==> config.mk <==
export PLATFORM = sky130hd
export DESIGN_NAME = ddc_cordic_cell
export DESIGN_NICKNAME = d
export VERILOG_FILES = /design/src/design/ddc_pkg.sv /design/src/design/ddc_cordic_cell.sv
export SDC_FILE = /design/constraint.sdc
export NUM_CORES = 1
export LEC_CHECK = 0
export BUFFER_PORTS_ARGS = -buffer_cell sky130_fd_sc_hd__buf_2
export CELL_PAD_IN_SITES_DETAIL_PLACEMENT = 1
export CELL_PAD_IN_SITES_GLOBAL_PLACEMENT = 2
export CORE_UTILIZATION = 31
export CTS_BUF_LIST = sky130_fd_sc_hd__clkbuf_4 sky130_fd_sc_hd__clkbuf_8
export CTS_CLUSTER_SIZE = 28
export DETAILED_ROUTE_END_ITERATION = 8
export PLACE_DENSITY_LB_ADDON = 0.1
export SKIP_CTS_REPAIR_TIMING = 1
export SLEW_MARGIN = 20
export SYNTH_ARGS = -nofsm -noshare
export SYNTH_HDL_FRONTEND = slang
export SYNTH_SLANG_ARGS = --single-unit
==> constraint.sdc <==
create_clock -name i_clk -period 2.8 [get_ports i_clk]
set_clock_uncertainty 0.15 [all_clocks]
set_input_delay 0.14 -clock i_clk [delete_from_list [all_inputs] [get_ports i_clk]]
set_output_delay 0.14 -clock i_clk [all_outputs]
set_load 0.02 [all_outputs]
==> src/design/ddc_pkg.sv <==
// Shared types, constants and coefficient tables of the downconverter.
`default_nettype none

package ddc_pkg;

    localparam int CORDIC_ITERS = 16;
    localparam int XY_W         = 34;
    localparam int Z_W          = 34;
    localparam int CS_W         = 16;
    localparam int COEF_W       = 16;
    localparam int CTAB_LEN     = 13;
    localparam int IN_W         = 16;
    localparam int OUT_W        = 16;
    localparam int PHASE_W      = 32;
    localparam int RSTEP_W      = 23;
    localparam int PICK_W       = 48;
    localparam int FCNT_W       = 32;
    localparam int APB_AW       = 3;
    localparam int APB_DW       = 32;

    localparam logic [APB_AW-1:0] REG_LO_PHASE_STEP = 3'd0;
    localparam logic [APB_AW-1:0] REG_RESAMPLE_STEP = 3'd4;

    localparam logic [PHASE_W-1:0] LO_PHASE_STEP_RST = 32'd640115318;
    localparam logic [RSTEP_W-1:0] RESAMPLE_STEP_RST = 23'd439296;
    localparam logic [RSTEP_W-1:0] RESAMPLE_STEP_MIN = 23'd65536;

    localparam logic signed [XY_W-1:0] CORDIC_X0 = 34'sd652032874;

    typedef logic signed [31:0] t_atan;

    localparam t_atan ATAN_TAB [CORDIC_ITERS] = '{
        32'sd536870912, 32'sd316933406, 32'sd167458907, 32'sd85004756,
        32'sd42667331,  32'sd21354465,  32'sd10679838,  32'sd5340245,
        32'sd2670163,   32'sd1335087,   32'sd667544,    32'sd333772,
        32'sd166886,    32'sd83443,     32'sd41722,     32'sd20861
    };

    typedef logic signed [COEF_W-1:0] t_coef;

    localparam t_coef COEF_TAB [CTAB_LEN] = '{
        -16'sd90,  -16'sd167, -16'sd295, -16'sd430, -16'sd443, -16'sd143,
        16'sd645,  16'sd2003, 16'sd3849, 16'sd5925, 16'sd7849, 16'sd9212,
        16'sd9705
    };

    typedef struct packed {
        logic signed [XY_W-1:0] x;
        logic signed [XY_W-1:0] y;
        logic signed [Z_W-1:0]  z;
        logic                   flip;
    } t_cordic;

    // Coefficient of tap k in a symmetric filter of the given length.
    function automatic t_coef fir_coef(input int k, input int taps);
        int m;
        m = (k < taps - 1 - k) ? k : taps - 1 - k;
        if (m > CTAB_LEN - 1) begin
            m = CTAB_LEN - 1;
        end
        return COEF_TAB[m];
    endfunction

endpackage

`default_nettype wire

==> src/design/ddc_cordic_cell.sv <==
// One rotation step of the CORDIC chain that produces the oscillator cos and sin.
`default_nettype none

module ddc_cordic_cell #(
    parameter int ITER = 0
) (
    input  wire logic             i_clk,
    input  wire logic             i_rst_n,
    input  wire logic             i_valid,
    input  wire ddc_pkg::t_cordic i_d,
    output logic                  o_valid,
    output ddc_pkg::t_cordic      o_d
);

    logic signed [ddc_pkg::XY_W-1:0] w_x;
    logic signed [ddc_pkg::XY_W-1:0] w_y;
    logic signed [ddc_pkg::Z_W-1:0]  w_z;
    logic signed [ddc_pkg::XY_W-1:0] w_xs;
    logic signed [ddc_pkg::XY_W-1:0] w_ys;
    logic signed [ddc_pkg::Z_W-1:0]  w_at;
    ddc_pkg::t_cordic                n_d;
    logic                            r_valid;
    ddc_pkg::t_cordic                r_d;

    always_comb begin
        w_x  = i_d.x;
        w_y  = i_d.y;
        w_z  = i_d.z;
        w_xs = w_x >>> ITER;
        w_ys = w_y >>> ITER;
        w_at = ddc_pkg::Z_W'(ddc_pkg::ATAN_TAB[ITER]);
        n_d.flip = i_d.flip;
        if (!w_z[ddc_pkg::Z_W-1]) begin
            n_d.x = w_x - w_ys;
            n_d.y = w_y + w_xs;
            n_d.z = w_z - w_at;
        end else begin
            n_d.x = w_x + w_ys;
            n_d.y = w_y - w_xs;
            n_d.z = w_z + w_at;
        end
    end

    always_ff @(posedge i_clk) begin
        if (!i_rst_n) begin
            r_valid <= 1'b0;
        end else begin
            r_valid <= i_valid;
        end
    end

    always_ff @(posedge i_clk) begin
        if (i_valid) begin
            r_d <= n_d;
        end
    end

    assign o_valid = r_valid;
    assign o_d     = r_d;

endmodule

`default_nettype wire

Word-level counts from Yosys, hierarchy flattened
Index checks and enable logic that the tools add are counted.
{ "op_classes": {"n_mux": 1, "addsub": 5} }
{ "op_table": {"columns": ["operator", "n"], "rows": [
  ["$mux W102", 1],
  ["$sub A34 B34 Y34", 2],
  ["$add A34 B31 Y34 const B", 1],
  ["$add A34 B34 Y34", 1],
  ["$sub A34 B31 Y34 const B", 1]
]} }
{ "word_totals": {"word_cells": 11, "ff_bits": 104, "input_bits": 106, "output_inout_bits": 104} }

Depth between registers and ports, before layout
{ "depth": {"depth_word": 2, "depth_mapped": 12, "mapped_depth_nobuf": 11} }

Worst setup path before layout
OpenSTA, ideal clock, no wires.
{ "synth_path": {"path_kind": "input to register", "startpoint": "input i_d[35] (netlist bit)", "endpoint": "register r_d (netlist bit o_d[67]), data pin", "arrival_time_ns": 2.205, "required_ns": 2.390, "n_path_buf": 0, "slack_ns": 0.185, "setup_time_ns": 0.260, "stages": 11, "cell_sequence": "inv_1 -> ha_1 -> fa_1 -> nor2b_1 -> o211ai_1 -> and3_1 -> o31ai_4 -> o211ai_1 -> a2111oi_0 -> o22ai_1 -> xnor2_1"} }
{ "synth_lines": {"columns": ["element", "line", "text"], "rows": [
  ["start: declaration", "ddc_cordic_cell.sv:10", "input wire ddc_pkg::t_cordic i_d,"],
  ["end signal: assignment", "ddc_cordic_cell.sv:54", "r_d <= n_d;"],
  ["end: declaration", "ddc_cordic_cell.sv:23", "ddc_pkg::t_cordic r_d;"]
]} }

==> impl_metrics.ini <==
[cells_and_area]
fin_cells = 1916
diodes = 0
drive_gt1_frac = 0.347
fin_util = 0.446
syn_to_final_growth_pct = 40.6
final_cell_area_sq_um = 13300
nets = 1733

[placed_design]
io_buffer_count = 209
place_area_sq_um = 12700
routabilityCongestion = 0.886
hpwl_mm = 30.9
dp_cells = 1865

[clocking]
cts_sinks = 103
cts_buffers = 9
tritoncts = yes
cts_root_buf = clkbuf_8
cts.htree.levels = 3
cts_buffer_depth = 2
clk_pin_slew_ns = 0.11

[synthesis]
synthArstFlopShare = 0
ys_types = 82
synth-edff-count = 102
synth_compound_area_frac = 0.262
synth_xor_xnor_area_share = 0.0601
netlist_top_cells_area = edfxtp_1 32%, ha_1 13%, a21oi_1 6.4%, xnor2_1 5.5%, inv_1 4.0%
synth_area_leader_cell = edfxtp_1
muxShareOfSynthArea = 0.0110
syn_nets = 1268
syn_inst = 1056
yosysWarnings = 0
synthSimpleGateAreaFrac = 0.127
yosysSeqAreaShare = 0.325
synthDominantCellAreaShare = 0.323
ys_ff_latch = 103
synth_top_family_by_area = compound AO/OA/AOI/OAI gates
synth_area_sq_um = 9470
yosysMostFrequentCell = a21oi_1
avgSynthCellArea_sq_um = 8.97
synthTopCellsByCount = 121 x a21oi_1, 102 x edfxtp_1, 102 x ha_1
synth_top_flop_cell = edfxtp_1
synthAdderAreaFrac = 0.143

[die]
start_util = 0.317
core_sq_um = 29900
io_pins = 210
die-area_sq_um = 31300
row_count = 63
die-height_um = 177
die_w_um = 177

[setup_path]
setup.worst_path.start_class = primary input
path_cells = buf_2, inv_1, ha_1, buf_4, fa_2, nor2b_2, o211ai_1, and3_4, o31ai_4, o211ai_1, a2111oi_2, o22ai_1, xnor2_1
cpMostUsedCell = o211ai_1
worstSetupPathType = primary input to flop
critPathRequiredTime_ns = 2.81
path_max_fanout = 2
cp_slowest_cell = a2111oi_2
max_stage_delay_ns = 0.41
cp-end-kind = flop
arrival_ns = 2.83

[sta]
rsz0062_at_grt = yes
slew-limit-headroom = 0.543
finalHoldViolCount = 0
setup_slack_ns = -0.0218
period_minus_slack_ns = 2.82
worstMarginPinSlew_ns = 0.686
setup_violations = 1
whs_ns = 0.00348
post-route-period-util = 1.01
slew_viol_final = 0
fmax_mhz = 354

[global_routing]
antenna_found_initial = 0
grt_pass1_wl_mm = 56.8
grt-ovfl-total = 0
grt_max_degree = 86
grt_pass1_vias = 10034
globalRouteTotalUtil = 0.239

[detailed_routing]
viasPerCell = 5.15
vias = 9868
antenna_left = 0
drt-initial-drc-count = 523
drt-pass1-iter-count = 5
wl_per_cell_um = 19.9
post-route-drc-count = 0
wl_mm = 38.1

[worst_hold_path]
min_path_type = primary input to flop
whs_path_depth = 3

[run_status]
status = finished, violations left
violations = setup timing

[pwr]
vdd_drop_max_v = 0.000210
power.density_nw_per_um2 = 443
cellLeakagePower_nw = 6.20
p_total_mw = 5.90

[flow_run]
max_cap_viol_count = 0
## where the power goes
group | switching, mW | internal [mW]
Combinational | 1.56 | 1.14
Clock | 0.675 | 0.465
Sequential | 0.0731 | 1.98
Total | 2.31 | 3.59
## state kept, by name (all words and copies together) (netlist names)
signal	flops
o_d	102
o_valid	1
## worst max-delay path, delay by kind of cell
kind                     cells  cell delay [ns]
AND/OR/NAND/NOR              2             0.36
buffers and inverters        3             0.27
AO/OA/AOI/OAI                5             1.31
XOR/XNOR                     1             0.16
adder cells (fa/ha/maj)      2             0.58
## placed cells by master, fill, tap and decap left out, types with 6 or more instances in the layout
master	netlist	final
buf_4	9	259
buf_2	15	208
a21oi_1	121	120
ha_1	102	102
edfxtp_1	102	102
inv_1	100	100
nor2_1	75	75
o21ai_0	66	66
xnor2_1	59	59
nand2_1	52	52
dlygate4sd3_1	0	34
a21o_1	32	32
o21bai_1	25	25
nor3_1	19	19
nor2b_1	15	14
o21ai_1	13	12
o31ai_1	12	12
o211ai_1	12	12
nand2b_1	12	12
nor4_1	11	11
nand4_1	10	10
nand3_1	10	10
clkbuf_8	0	10
o21a_1	9	9
a211oi_1	10	9
and3_1	8	7
a31oi_1	7	7
mux2i_1	7	7
xor2_1	6	6
a221oi_1	6	6
## final timing paths
check | from | to | slack, ns
max | i_d[35] | o_d[67] | -0.02
min | i_d[69] | o_d[69] | 0.003
## cell type report
class	count	area, sq um
Multi-Input combinational cell	799	5760
Sequential cell	103	3080
Inverter	105	397
Timing Repair Buffer	503	3370
Tap cell	390	488
Fill cell	3622	16600
Clock inverter	6	86.3
Clock buffer	10	138
## kinds of logic after synthesis
kind of cell / count (synthesis)
AOI/OAI and AO/OA: 375
and+or+nand+nor: 243
buffers and inverters: 154
adders and majority gates: 106
DFF: 103
xor gates and xnor gates: 65
muxes: 10
## per-layer routing
metal	GRT usage	routed length, um
met5	0	0
met4	0.0665	759
met3	0.0339	1830
met2	0.400	18000
met1	0.319	17500
## through the flow
step	TNS (ns)	setup WS (ns)
after floorplan	0	0.185
after global placement	-8.44	-0.628
after detailed placement	-9.90	-0.737
after CTS	-0.312	-0.312
after global routing	-0.132	-0.0965
final	-0.0218	-0.0218
Note: power is estimated with default switching activity, not from simulation.
