### src/design/ddc_pkg.sv
// Shared types, constants and coefficient tables of the downconverter.
`default_nettype none

package ddc_pkg;

    localparam int CORDIC_ITERS = 16;
    localparam int XY_W         = 34;
    localparam int Z_W          = 34;
    localparam int CS_W         = 16;
    localparam int COEF_W       = 16;
    localparam int CTAB_LEN     = 13;
    localparam int IN_W         = 16;
    localparam int OUT_W        = 16;
    localparam int PHASE_W      = 32;
    localparam int RSTEP_W      = 23;
    localparam int PICK_W       = 48;
    localparam int FCNT_W       = 32;
    localparam int APB_AW       = 3;
    localparam int APB_DW       = 32;

    localparam logic [APB_AW-1:0] REG_LO_PHASE_STEP = 3'd0;
    localparam logic [APB_AW-1:0] REG_RESAMPLE_STEP = 3'd4;

    localparam logic [PHASE_W-1:0] LO_PHASE_STEP_RST = 32'd640115318;
    localparam logic [RSTEP_W-1:0] RESAMPLE_STEP_RST = 23'd439296;
    localparam logic [RSTEP_W-1:0] RESAMPLE_STEP_MIN = 23'd65536;

    localparam logic signed [XY_W-1:0] CORDIC_X0 = 34'sd652032874;

    typedef logic signed [31:0] t_atan;

    localparam t_atan ATAN_TAB [CORDIC_ITERS] = '{
        32'sd536870912, 32'sd316933406, 32'sd167458907, 32'sd85004756,
        32'sd42667331,  32'sd21354465,  32'sd10679838,  32'sd5340245,
        32'sd2670163,   32'sd1335087,   32'sd667544,    32'sd333772,
        32'sd166886,    32'sd83443,     32'sd41722,     32'sd20861
    };

    typedef logic signed [COEF_W-1:0] t_coef;

    localparam t_coef COEF_TAB [CTAB_LEN] = '{
        -16'sd90,  -16'sd167, -16'sd295, -16'sd430, -16'sd443, -16'sd143,
        16'sd645,  16'sd2003, 16'sd3849, 16'sd5925, 16'sd7849, 16'sd9212,
        16'sd9705
    };

    typedef struct packed {
        logic signed [XY_W-1:0] x;
        logic signed [XY_W-1:0] y;
        logic signed [Z_W-1:0]  z;
        logic                   flip;
    } t_cordic;

    // Coefficient of tap k in a symmetric filter of the given length.
    function automatic t_coef fir_coef(input int k, input int taps);
        int m;
        m = (k < taps - 1 - k) ? k : taps - 1 - k;
        if (m > CTAB_LEN - 1) begin
            m = CTAB_LEN - 1;
        end
        return COEF_TAB[m];
    endfunction

endpackage

`default_nettype wire

### src/design/ddc_fir_cell.sv
// One cell of the transposed-form FIR chain: a constant tap and a partial sum.
`default_nettype none

module ddc_fir_cell #(
    parameter int K           = 0,
    parameter int TAPS        = 25,
    parameter int SAMPLE_BITS = 16,
    parameter int ACC_W       = 36
) (
    input  wire logic                   i_clk,
    input  wire logic                   i_rst_n,
    input  wire logic                   i_en,
    input  wire logic signed [SAMPLE_BITS-1:0] i_x,
    input  wire logic signed [ACC_W-1:0]       i_sum,
    output logic signed [ACC_W-1:0]            o_sum
);

    localparam ddc_pkg::t_coef H = ddc_pkg::fir_coef(K, TAPS);
    localparam int PROD_W = SAMPLE_BITS + ddc_pkg::COEF_W;

    logic signed [PROD_W-1:0] w_prod;
    logic signed [ACC_W-1:0]  n_sum;
    logic signed [ACC_W-1:0]  r_sum;

    always_comb begin
        w_prod = i_x * H;
        n_sum  = i_sum + ACC_W'(w_prod);
    end

    always_ff @(posedge i_clk) begin
        if (!i_rst_n) begin
            r_sum <= '0;
        end else if (i_en) begin
            r_sum <= n_sum;
        end
    end

    assign o_sum = r_sum;

endmodule

`default_nettype wire

### config.mk
export PLATFORM = sky130hd
export DESIGN_NAME = ddc_fir_cell
export DESIGN_NICKNAME = d
export VERILOG_FILES = /design/src/design/ddc_pkg.sv /design/src/design/ddc_fir_cell.sv
export SDC_FILE = /design/constraint.sdc
export NUM_CORES = 1
export LEC_CHECK = 0
export BUFFER_PORTS_ARGS = -buffer_cell sky130_fd_sc_hd__clkbuf_2
export CAP_MARGIN = 30
export CORE_AREA = 2 2 157 82
export CTS_BUF_LIST = sky130_fd_sc_hd__clkbuf_8 sky130_fd_sc_hd__clkbuf_16
export DETAILED_ROUTE_END_ITERATION = 8
export DIE_AREA = 0 0 159 84
export PLACE_DENSITY = 0.76
export SKIP_CTS_REPAIR_TIMING = 1
export SLEW_MARGIN = 15
export SYNTH_ARGS = -nofsm -noshare
export SYNTH_HDL_FRONTEND = slang
export SYNTH_SLANG_ARGS = --single-unit
### constraint.sdc
create_clock -name i_clk -period 8.4 [get_ports i_clk]
set_input_delay 0.84 -clock i_clk [delete_from_list [all_inputs] [get_ports i_clk]]
set_output_delay 0.84 -clock i_clk [all_outputs]
set_load 0.005 [all_outputs]
# Yosys cells after proc, flatten, opt, wreduce, memory -nomap -nowiden
# Cells that the tools add are included.
# totals
regBits,36
input_bits,55
output_inout_bits,36
wordCells,3
# op_classes
addsub,1
multipliers,1
# ops
op,count
adder 36 x 24 -> 36 bit,1
multiplier 16 x 7 -> 23 bit (second input constant),1

# Logic depth before layout (Yosys ltp)
# Gate-level depths: netlist of the first run.
# depth
depth_word,2
depth_mapped,25
ltp_nobuf,24

# Worst setup path before layout of the first run
# OpenSTA, ideal clock, no wires.
# synth_path
path_type,input to register
startpoint,input i_x[1]
endpoint,register r_sum[34] (netlist: o_sum[34])
setup_ps,122
arrival_time_ps,6490
required_ps,8278
path_slack_ps,1787
stages,24
path_cell_list,inv_1 ha_1 fa_1 fa_1 fa_1 ha_1 nor2_1 o21ai_0 o21ai_1 o211ai_1 a31o_1 a31oi_1 xnor2_1 ha_1 buf_2 a21o_1 a21o_1 a21oi_1 o211ai_1 and3_1 o41ai_1 a21oi_1 xnor2_1 o21ai_1
# synth_between
elab_chain_len,2
# synth_lines
item,line,text
from (decl),ddc_fir_cell.sv:13,"input wire logic signed [SAMPLE_BITS-1:0] i_x,"
multiplier 16 x 7 -> 23 bit,ddc_fir_cell.sv:26,w_prod = i_x * H;
adder 36 x 24 -> 36 bit,ddc_fir_cell.sv:27,n_sum = i_sum + ACC_W'(w_prod);
to (signal assigned),ddc_fir_cell.sv:34,r_sum <= n_sum;
to (decl),ddc_fir_cell.sv:23,logic signed [ACC_W-1:0] r_sum;
# Every way passes these cells.
# A chain may end at the register's enable or synchronous reset.

# Worst setup path after layout of the first run
# layout_path
startpoint,input i_x[3]
endpoint,register r_sum[34] (netlist: o_sum[34])
# Same word-level chain as after synthesis.

==> flow_metrics.env, run 1 <==
export IMPL_cts_sinks=36
export IMPL_crit_path_frequent_cell="ha_1"
export IMPL_hold_class="reg2reg"
export IMPL_synth_cell_types=50
export IMPL_cts_tree="built"
export IMPL_synthesis_nets=793
export IMPL_crit_arrival_ns=6.77
export IMPL_ys_warn_count=0
export IMPL_final_hold_viol_count=0
export IMPL_drive_gt1_share_pct=15.8
export IMPL_skew_ns=0
export IMPL_critPathLaunchType="input port"
export IMPL_leakagePower_nw=2.99
export IMPL_powerDensity_mw_per_mm2=432
export IMPL_areaGrowthSynthToFinish_pct=14.8
export IMPL_chipWidth_um=159
export IMPL_power_frac_seq_pct=10.0
export IMPL_crit_fanout=16
export IMPL_required_ns=8.56
export IMPL_synth_largest_area_cell="ha_1"
export IMPL_rr_endpoint="o_sum[35]$_SDFFE_PN0P_"
export IMPL_cts_clk_slew_worst_paths_ns=0.05
export IMPL_cts_root_buffer="clkbuf_16"
export IMPL_synth_ff_type="dfxtp_1"
export IMPL_finalNetCount=873
export IMPL_multi_input_area_mm2=0.00439
export IMPL_grt_use_total_pct=19.7
export IMPL_globalRouteOverflowTotal=0
export IMPL_grt_max_degree=37
export IMPL_grt_pass1_vias=4191
export IMPL_netlist_area_mm2=0.00530
export IMPL_r2r_slack_ns=7.73
export IMPL_rr_worst_depth=2
export IMPL_setup_viol=0
export IMPL_slew_viol_final=0
export IMPL_syn_inst=610
export IMPL_start_util_pct=43.4
export IMPL_clkPwrFrac_pct=8.2
export IMPL_cts_htree_levels=2
export IMPL_drt_pass1_iterations=7
export IMPL_hold_start="o_sum[34]$_SDFFE_PN0P_"
export IMPL_end_kind="flop"
export IMPL_switching_share_pct=50.9
export IMPL_p_sw_w=0.00134
export IMPL_final_min_period_over_clock_period_pct=78.7
export IMPL_drc_errors=0
export IMPL_numCtsBuffers=5
export IMPL_antenna_found_initial=0
export IMPL_crit_path_max_incr_delay_ns=0.54
export IMPL_worstSetupPathType="in2reg"
export IMPL_intPower_w=0.00129
export IMPL_cts_buffer_depth=2
export IMPL_outcome="complete, no violations"
export IMPL_ios=91
export IMPL_dp_cells=852
export IMPL_rsz0062_at_grt="false"
export IMPL_largest_register_ffs=36
export IMPL_vias=4596
export IMPL_startpoint="i_x[3]"
export IMPL_grt_pass1_wl_um=21600
export IMPL_die_area_mm2=0.0134
export IMPL_ant_nets=0
export IMPL_drtIter0Drc=430
export IMPL_routed_wl_um=13100
export IMPL_synth_area_leaders="ha_1 24%, dfxtp_1 14%, fa_1 9.8%, xnor2_1 7.4%, a21oi_1 5.0%"
export IMPL_die_height_um=84
export IMPL_fin_area_mm2=0.00608
export IMPL_drt_vias_per_instance=5.34
export IMPL_cpLargestDelayFamily="compound AO/OA/AOI/OAI gates"
export IMPL_tightestPinTransition_ns=0.619
export IMPL_rows=29
export IMPL_hpwl_um=11100
export IMPL_max_cap_viol_count=0
export IMPL_final_seq_area_um2=721
export IMPL_comb_power_share_pct=81.8
export IMPL_yosysSeqAreaShare_pct=13.6
export IMPL_syn_area_per_cell_um2=8.68
export IMPL_slowest_stage="fa_1"
export IMPL_n_antenna_cell=0
export IMPL_io_buffers=90
export IMPL_fill_cells=1218
export IMPL_place_area_mm2=0.00589
export IMPL_yosysTopAreaCellShare_pct=24.1
export IMPL_cp_buffers_inverters=3
export IMPL_worstHoldPathCells=2
export IMPL_r2r_start="o_sum[35]$_SDFFE_PN0P_"
export IMPL_final_core_util_pct=49.9
export IMPL_fin_cells=861
export IMPL_min_period_ns=6.61
export IMPL_synth_edff_count=0
export IMPL_max_vdd_ir_drop_uv=222
export IMPL_max_slew_margin_pct=58.7
export IMPL_synth_seq_cells=36
export IMPL_core_mm2=0.0122
export IMPL_routedWlPerCell_um=15.2
export IMPL_async_flop_share_pct=0
export IMPL_gp_congestion=0.931
export IMPL_tns_ns=0
export IMPL_clk_insertion_delay_late_ns=0.29
export IMPL_min_to="o_sum[34]$_SDFFE_PN0P_"
export IMPL_fmax_mhz=151
## placed cells by master (no fill, tap or decap), types with 19 or more instances in the layout
cell,n
ha_1,102
clkbuf_2,90
a21oi_1,53
xnor2_1,45
nand2_1,41
dfxtp_1,36
inv_1,28
nor2b_1,28
mux2i_1,26
fa_1,26
nor2_1,25
a21o_1,20
o21ai_0,20
nand3_1,19
## synthesized netlist by cell type (20+ instances only)
cell type	count
inv_1	28
xnor2_1	45
a21o_1	20
mux2i_1	26
dfxtp_1	36
o21ai_0	20
fa_1	26
nor2_1	25
a21oi_1	53
nor2b_1	28
nand2_1	41
ha_1	102
## power by group through the flow
| stage | combinational, W | sequential, W | clock [W] |
|---|---|---|---|
| floorplan | 0.00163 | 0.000266 | 0 |
| global placement | 0.00207 | 0.000266 | 0 |
| detailed placement | 0.00209 | 0.000265 | 0 |
| CTS | 0.00211 | 0.000263 | 0.000220 |
| global route | 0.00238 | 0.000269 | 0.000230 |
| finish | 0.00215 | 0.000263 | 0.000216 |
## metal layers
layer | GRT usage [%] | vias to the layer above | routed length (um) | share of wire (%)
met1 | 33.6 | 2084 | 7460 | 57
met4 | 1.49 | 0 | 18 | 0.14
met5 | 0 | - | 0 | 0
met2 | 25.1 | 153 | 4760 | 36
met3 | 3.87 | 2 | 853 | 6.5
li1 | - | 2357 | - | -
## worst max-delay path by stage
stage,depth (start not counted),endpoint,slack [ns]
after floorplan,24,o_sum[34]$_SDFFE_PN0P_,1.79
after global placement,25,o_sum[34]$_SDFFE_PN0P_,1.69
after detailed placement,25,o_sum[34]$_SDFFE_PN0P_,1.58
after CTS,25,o_sum[34]$_SDFFE_PN0P_,1.86
after global routing,25,o_sum[34]$_SDFFE_PN0P_,1.47
final,25,o_sum[34]$_SDFFE_PN0P_,1.79
## stage by stage
step | hold WS, ns | power, W | setup WS (ns)
finish | 0.467 | 0.00263 | 1.79
global route | 0.477 | 0.00288 | 1.47
CTS | 0.466 | 0.00260 | 1.86
detailed placement | 0.450 | 0.00235 | 1.58
global placement | 0.448 | 0.00234 | 1.69
floorplan | 0.442 | 0.00190 | 1.79
## cells by family (layout without fill, tap and decap cells)
logic type / after synthesis / after routing / synth area share (%)
multiplexers: 31 / 31 / 5.98
adder cells (fa/ha/maj): 128 / 128 / 33.9
AND/OR/NAND/NOR: 148 / 148 / 14.0
XOR/XNOR: 59 / 59 / 9.76
flip-flops: 36 / 36 / 13.6
buffers and inverters: 48 / 129 / 3.57
AO/OA/AOI/OAI: 160 / 160 / 19.1
## area by class of cell
class	count	share of cell area [%]
well taps	170	3.50
inverters	29	1.79
clock inverters	3	0.700
clock buffers	5	2.06
repair buffers	92	7.98
flip-flops and latches	36	11.9
multi-input cells	526	72.1
## tightest hold or removal path, delay by kind of cell, from the launching register on
kind | cells | cell delay [ns]
flip-flops | 1 | 0.31
AND/OR/NAND/NOR | 1 | 0.06
AO/OA/AOI/OAI | 1 | 0.05
Power figures use the tool's default switching activity.
==> run 2: changes to the inputs <==
--- a/config.mk
+++ b/config.mk
@@ -5,12 +5,13 @@
 export SDC_FILE = /design/constraint.sdc
 export NUM_CORES = 1
 export LEC_CHECK = 0
+export ABC_AREA = 1
 export BUFFER_PORTS_ARGS = -buffer_cell sky130_fd_sc_hd__clkbuf_2
 export CAP_MARGIN = 30
-export CORE_AREA = 2 2 157 82
+export CORE_AREA = 2 2 165 86
 export CTS_BUF_LIST = sky130_fd_sc_hd__clkbuf_8 sky130_fd_sc_hd__clkbuf_16
 export DETAILED_ROUTE_END_ITERATION = 8
-export DIE_AREA = 0 0 159 84
+export DIE_AREA = 0 0 167 88
 export PLACE_DENSITY = 0.76
 export SKIP_CTS_REPAIR_TIMING = 1
 export SLEW_MARGIN = 15
==> constraint.sdc (replaced) <==
create_clock -name i_clk -period 6.3 [get_ports i_clk]
set_input_delay 0.63 -clock i_clk [delete_from_list [all_inputs] [get_ports i_clk]]
set_output_delay 0.63 -clock i_clk [all_outputs]
set_load 0.005 [all_outputs]
==> run 2 against run 1 <==
Net effect: first-iteration DRC count increased by 3.5%; worst setup slack got worse by 1.1 ns; sequential share of layout area decreased by 1.1 points; non-clock buffer count increased by 1; clock skew unchanged; final cell count increased by 34%; flip-flop and latch count unchanged; critical path depth increased by 1; clock power increased by 30%; highest routed layer unchanged.
==> flow_metrics.env, run 2 <==
export IMPL_fin_area_mm2=0.00667
export IMPL_slew_viol_final=0
export IMPL_gp_congestion=0.958
export IMPL_drc_errors=0
export IMPL_ios=91
export IMPL_ys_top_cells_by_count="204 x nand2_1, 132 x nor2_1, 125 x inv_1"
export IMPL_p_sw_w=0.00198
export IMPL_fill_cells=1386
export IMPL_crit_arrival_ns=5.82
export IMPL_crit_fanout=5
export IMPL_rsz0062_at_grt="false"
export IMPL_globalRouteOverflowTotal=0
export IMPL_io_buffers=90
export IMPL_r2r_slack_ns=5.59
export IMPL_core_mm2=0.0133
export IMPL_final_min_period_over_clock_period_pct=89.5
export IMPL_layout_common_cells="204 x nand2_1, 132 x nor2_1, 126 x inv_1"
export IMPL_skew_ns=0
export IMPL_outcome="complete, no violations"
export IMPL_cts_tree="built"
export IMPL_cts_htree_levels=2
export IMPL_r2r_start="o_sum[31]$_SDFFE_PN0P_"
export IMPL_required_ns=6.48
export IMPL_ys_warn_count=0
export IMPL_critPathLaunchType="input port"
export IMPL_n_antenna_cell=0
export IMPL_drt_pass1_iterations=5
export IMPL_drtIter0Drc=445
export IMPL_cts_buffer_depth=2
export IMPL_grt_use_total_pct=22.6
export IMPL_areaGrowthSynthToFinish_pct=14.3
export IMPL_syn_area_per_cell_um2=6.58
export IMPL_max_slew_margin_pct=63.1
export IMPL_fmax_mhz=177
export IMPL_intPower_w=0.00153
export IMPL_startpoint="i_x[1]"
export IMPL_synth_seq_cells=36
export IMPL_final_hold_viol_count=0
export IMPL_routed_wl_um=16000
export IMPL_tightestPinTransition_ns=0.553
export IMPL_switching_share_pct=56.4
export IMPL_synth_edff_count=0
export IMPL_drive_gt1_share_pct=11.6
export IMPL_whs_ns=0.482
export IMPL_leakagePower_nw=3.77
export IMPL_synthesis_nets=1071
export IMPL_worstSetupPathType="in2reg"
export IMPL_routedWlPerCell_um=13.9
export IMPL_crit_end="o_sum[31]$_SDFFE_PN0P_"
export IMPL_yosysSeqAreaShare_pct=12.3
export IMPL_numCtsBuffers=5
export IMPL_rr_worst_depth=4
export IMPL_cts_root_buffer="clkbuf_16"
export IMPL_hold_class="reg2reg"
export IMPL_clk_insertion_delay_late_ns=0.29
export IMPL_synth_cell_types=38
export IMPL_grt_pass1_vias=5353
export IMPL_grt_pass1_wl_um=26800
export IMPL_comb_power_share_pct=82.5
export IMPL_rows=30
export IMPL_chipWidth_um=167
export IMPL_grt_max_degree=56
export IMPL_die_height_um=88
export IMPL_antenna_found_initial=0
export IMPL_max_cap_viol_count=0
export IMPL_powerDensity_mw_per_mm2=526
export IMPL_start_util_pct=44.1
export IMPL_die_area_mm2=0.0147
export IMPL_synth_largest_area_cell="ha_1"
export IMPL_clkPwrFrac_pct=8.0
export IMPL_power_frac_seq_pct=9.5
export IMPL_ant_nets=0
export IMPL_finalNetCount=1161
export IMPL_hpwl_um=13700
export IMPL_tns_ns=0
export IMPL_syn_inst=888
export IMPL_async_flop_share_pct=0
export IMPL_end_kind="flop"
export IMPL_setup_viol=0
export IMPL_synth_most_common_cell="nand2_1"
export IMPL_min_period_ns=5.64
export IMPL_synth_area_leaders="ha_1 22%, nand2_1 13%, dfxtp_1 12%, fa_1 8.9%, nor2_1 8.5%"
export IMPL_vias=5887
export IMPL_max_vdd_ir_drop_uv=191
export IMPL_place_area_mm2=0.00648
export IMPL_netlist_area_mm2=0.00584
export IMPL_cts_clk_slew_worst_paths_ns=0.05
export IMPL_cts_sinks=36
export IMPL_rr_endpoint="o_sum[31]$_SDFFE_PN0P_"
export IMPL_largest_register_ffs=36
export IMPL_drt_vias_per_instance=5.10
export IMPL_synth_ff_type="dfxtp_1"
export IMPL_yosysTopAreaCellShare_pct=21.9
export IMPL_final_common_cell="nand2_1"
==> run 2: cell count changes after synthesis, moves of 26 or more <==
| cell | before | now |
|---|---|---|
| xnor2_1 | 45 | 13 |
| nand2_1 | 41 | 204 |
| nor2_1 | 25 | 132 |
| inv_1 | 28 | 125 |
| nor2b_1 | 28 | 0 |
| mux2i_1 | 26 | 0 |
==> run 2: area by class of cell <==
| class | count | area (um2) | share of cell area [%] |
|---|---|---|---|
| Clock buffer | 5 | 125 | 1.87 |
| Timing Repair Buffer | 93 | 493 | 7.39 |
| Inverter | 126 | 473 | 7.09 |
| Multi-Input combinational cell | 716 | 4600 | 69.0 |
| Clock inverter | 3 | 38.8 | 0.581 |
| Sequential cell | 36 | 721 | 10.8 |
| Tap cell | 176 | 220 | 3.30 |
==> run 2: worst min-delay path by stage <==
stage                                       from                     end  slack, ns  depth (start not counted)
after floorplan           o_sum[18]$_SDFFE_PN0P_  o_sum[18]$_SDFFE_PN0P_       0.47                          2
after global placement    o_sum[18]$_SDFFE_PN0P_  o_sum[18]$_SDFFE_PN0P_       0.47                          2
after detailed placement  o_sum[27]$_SDFFE_PN0P_  o_sum[27]$_SDFFE_PN0P_       0.47                          2
after CTS                 o_sum[27]$_SDFFE_PN0P_  o_sum[27]$_SDFFE_PN0P_       0.49                          2
after global routing      o_sum[27]$_SDFFE_PN0P_  o_sum[27]$_SDFFE_PN0P_       0.53                          2
final                     o_sum[27]$_SDFFE_PN0P_  o_sum[27]$_SDFFE_PN0P_       0.48                          2
==> run 2: logic make-up (layout without fill, tap and decap cells) <==
| logic type | Yosys count | count (layout) | synth area share, % |
|---|---|---|---|
| buffers and inverters | 136 | 227 | 8.83 |
| AO/OA/AOI/OAI | 138 | 138 | 13.4 |
| adder cells (fa/ha/maj) | 128 | 128 | 30.8 |
| XOR/XNOR | 43 | 43 | 6.45 |
| AND/OR/NAND/NOR | 407 | 407 | 28.2 |
| flip-flops | 36 | 36 | 12.3 |
==> run 2: metrics by stage <==
| step | util (%) | cells | power (W) | worst slack [ns] |
|---|---|---|---|---|
| after floorplan | - | 888 | 0.00245 | 1.32 |
| after global placement | 48.9 | 1146 | 0.00316 | 0.499 |
| after detailed placement | 48.9 | 1146 | 0.00317 | 0.455 |
| after CTS | 50.2 | 1154 | 0.00348 | 0.729 |
| after global routing | 50.4 | 1155 | 0.00393 | 0.311 |
| final | 50.4 | 1155 | 0.00351 | 0.661 |
==> run 2: critical path, cell delays in order <==
cell      delay, ns
clkbuf_2       0.12
inv_1          0.05
ha_1           0.29
fa_1           0.47
fa_1           0.50
fa_1           0.49
ha_1           0.37
inv_1          0.08
nor3_1         0.18
nand2_1        0.09
o211ai_2       0.10
a31oi_1        0.17
buf_4          0.18
o21ai_0        0.21
xor2_1         0.24
ha_1           0.29
a21oi_1        0.17
o21ai_0        0.19
a21oi_1        0.31
nor2_1         0.12
nor2_1         0.10
nand3_1        0.12
nand2_1        0.08
nand2_1        0.05
o21ai_1        0.15
inv_1          0.05
==> run 2: power groups by stage <==
stage          Clock (W)  Sequential (W)  Combinational (W)
2_1_floorplan          0        0.000342            0.00211
3_3_place_gp           0        0.000339            0.00282
3_5_place_dp           0        0.000338            0.00283
4_1_cts         0.000286        0.000335            0.00285
5_1_grt         0.000301        0.000343            0.00328
6_report        0.000281        0.000334            0.00289
==> run 2: layer usage <==
layer / global-route usage [%] / share of wire [%] / vias to the layer above
met5: 0 / 0 / -
met4: 1.33 / 0.31 / 0
met3: 4.02 / 7.6 / 7
met2: 31.2 / 36 / 200
met1: 36.9 / 57 / 2622
li1: - / - / 3058
==> run 3: changes to the inputs <==
==> constraint.sdc (replaced) <==
create_clock -name i_clk -period 6.3 [get_ports i_clk]
set_input_delay 0.945 -clock i_clk [delete_from_list [all_inputs] [get_ports i_clk]]
set_output_delay 0.945 -clock i_clk [all_outputs]
set_load 0.005 [all_outputs]
==> run 3 against run 2 <==
Net effect: die area unchanged; worst hold slack got worse by 0.0035 ns; total power decreased by 1.1%; worst setup slack got worse by 0.27 ns; critical path depth unchanged; critical endpoint unchanged; highest routed layer unchanged.
==> flow_metrics.env, run 3 (same netlist as run 2, synthesis figures left out) <==
export IMPL_outcome="complete, no violations"
export IMPL_hpwl_um=13700
export IMPL_die_height_um=88
export IMPL_fin_cells=1154
export IMPL_rsz0062_at_grt="false"
export IMPL_cp_buffers_inverters=5
export IMPL_hold_class="reg2reg"
export IMPL_slew_viol_final=0
export IMPL_layout_common_cells="204 x nand2_1, 132 x nor2_1, 125 x inv_1"
export IMPL_max_vdd_ir_drop_uv=191
export IMPL_cts_htree_levels=2
export IMPL_areaGrowthSynthToFinish_pct=13.9
export IMPL_skew_ns=0
export IMPL_routedWlPerCell_um=13.8
export IMPL_crit_arrival_ns=6.08
export IMPL_rows=30
export IMPL_end_kind="flop"
export IMPL_n_antenna_cell=0
export IMPL_drt_pass1_iterations=5
export IMPL_pre_cts_ws_ns=0.174
export IMPL_final_min_period_over_clock_period_pct=93.8
export IMPL_grt_max_degree=56
export IMPL_core_mm2=0.0133
export IMPL_antenna_found_initial=0
export IMPL_cts_clk_slew_worst_paths_ns=0.06
export IMPL_setup_viol=0
export IMPL_clk_insertion_delay_late_ns=0.28
export IMPL_cpLargestDelayFamily="adder cells"
export IMPL_vias=5884
export IMPL_final_hold_viol_count=0
export IMPL_grt_pass1_vias=5307
export IMPL_routed_wl_um=15900
export IMPL_dp_cells=1146
export IMPL_start_util_pct=44.1
export IMPL_finalNetCount=1161
export IMPL_final_common_cell="nand2_1"
export IMPL_drtIter0Drc=577
export IMPL_slowest_stage="fa_1"
export IMPL_numCtsBuffers=5
export IMPL_tightestPinTransition_ns=0.551
export IMPL_crit_path_max_incr_delay_ns=0.50
export IMPL_worstHoldPathCells=2
export IMPL_grt_pass1_wl_um=26600
export IMPL_min_period_ns=5.91
export IMPL_tns_ns=0
export IMPL_worst_path_stages=26
export IMPL_max_slew_margin_pct=63.2
export IMPL_crit_fanout=5
export IMPL_drive_gt1_share_pct=11.7
export IMPL_required_ns=6.48
export IMPL_ios=91
export IMPL_die_area_mm2=0.0147
export IMPL_io_buffers=90
export IMPL_globalRouteOverflowTotal=0
export IMPL_cts_buffer_depth=2
export IMPL_chipWidth_um=167
export IMPL_ant_nets=0
export IMPL_cts_sinks=36
export IMPL_drt_vias_per_instance=5.10
export IMPL_max_cap_viol_count=0
export IMPL_grt_use_total_pct=22.3
export IMPL_cts_tree="built"
export IMPL_critPathLaunchType="input port"
export IMPL_cts_root_buffer="clkbuf_16"
export IMPL_powerDensity_mw_per_mm2=522
export IMPL_gp_congestion=0.975
export IMPL_largest_register_ffs=36
export IMPL_rr_worst_depth=4
export IMPL_worst_slack_ns=0.393
export IMPL_drc_errors=0
export IMPL_fmax_mhz=169
export IMPL_leakagePower_nw=3.76
export IMPL_worstSetupPathType="in2reg"
## run 3: cell type report
| cell class | count | area, um2 |
|---|---|---|
| Sequential cell | 36 | 721 |
| Multi-Input combinational cell | 716 | 4600 |
| Timing Repair Buffer | 93 | 480 |
| Tap cell | 176 | 220 |
| Inverter | 126 | 473 |
| Fill cell | 1402 | 6600 |
| Clock buffer | 7 | 153 |
## run 3: report_power, final
group	total (W)	leakage, nW	internal (W)	switching [W]
registers	0.000336	0.299	0.000299	0.0000368
clock network	0.000254	0.0760	0.000166	0.0000878
logic	0.00288	3.38	0.00105	0.00184
## run 3: metrics by stage
stage                     hold slack, ns  utilization (%)  total power (W)  cell area (um2)
final                              0.479             50.2          0.00347             6650
after floorplan                    0.472                -          0.00245             5840
after detailed placement           0.466             48.9          0.00316             6480
after global routing               0.518             50.2          0.00389             6650
after CTS                          0.483             50.1          0.00344             6640
after global placement             0.467             48.9          0.00314             6480
## run 3: metal layers
layer	vias up	share of wire, %	global-route usage [%]
met5	-	0	0
met4	0	0.19	1.18
met3	8	8.7	3.89
met2	213	36	31.4
met1	2607	55	36.2
li1	3056	-	-
## run 3: worst paths after layout
check | from | to | slack (ns)
setup / recovery | i_x[1] | o_sum[31]$_SDFFE_PN0P_ | 0.39
hold / removal | o_sum[27]$_SDFFE_PN0P_ | o_sum[27]$_SDFFE_PN0P_ | 0.48
setup reg to reg | o_sum[20]$_SDFFE_PN0P_ | o_sum[20]$_SDFFE_PN0P_ | 5.56
hold reg to reg | o_sum[27]$_SDFFE_PN0P_ | o_sum[27]$_SDFFE_PN0P_ | 0.48
## run 3: worst min-delay path: stages (launching register included)
cell,delay [ns]
dfxtp_1,0.32
o211ai_1,0.08
inv_1,0.05
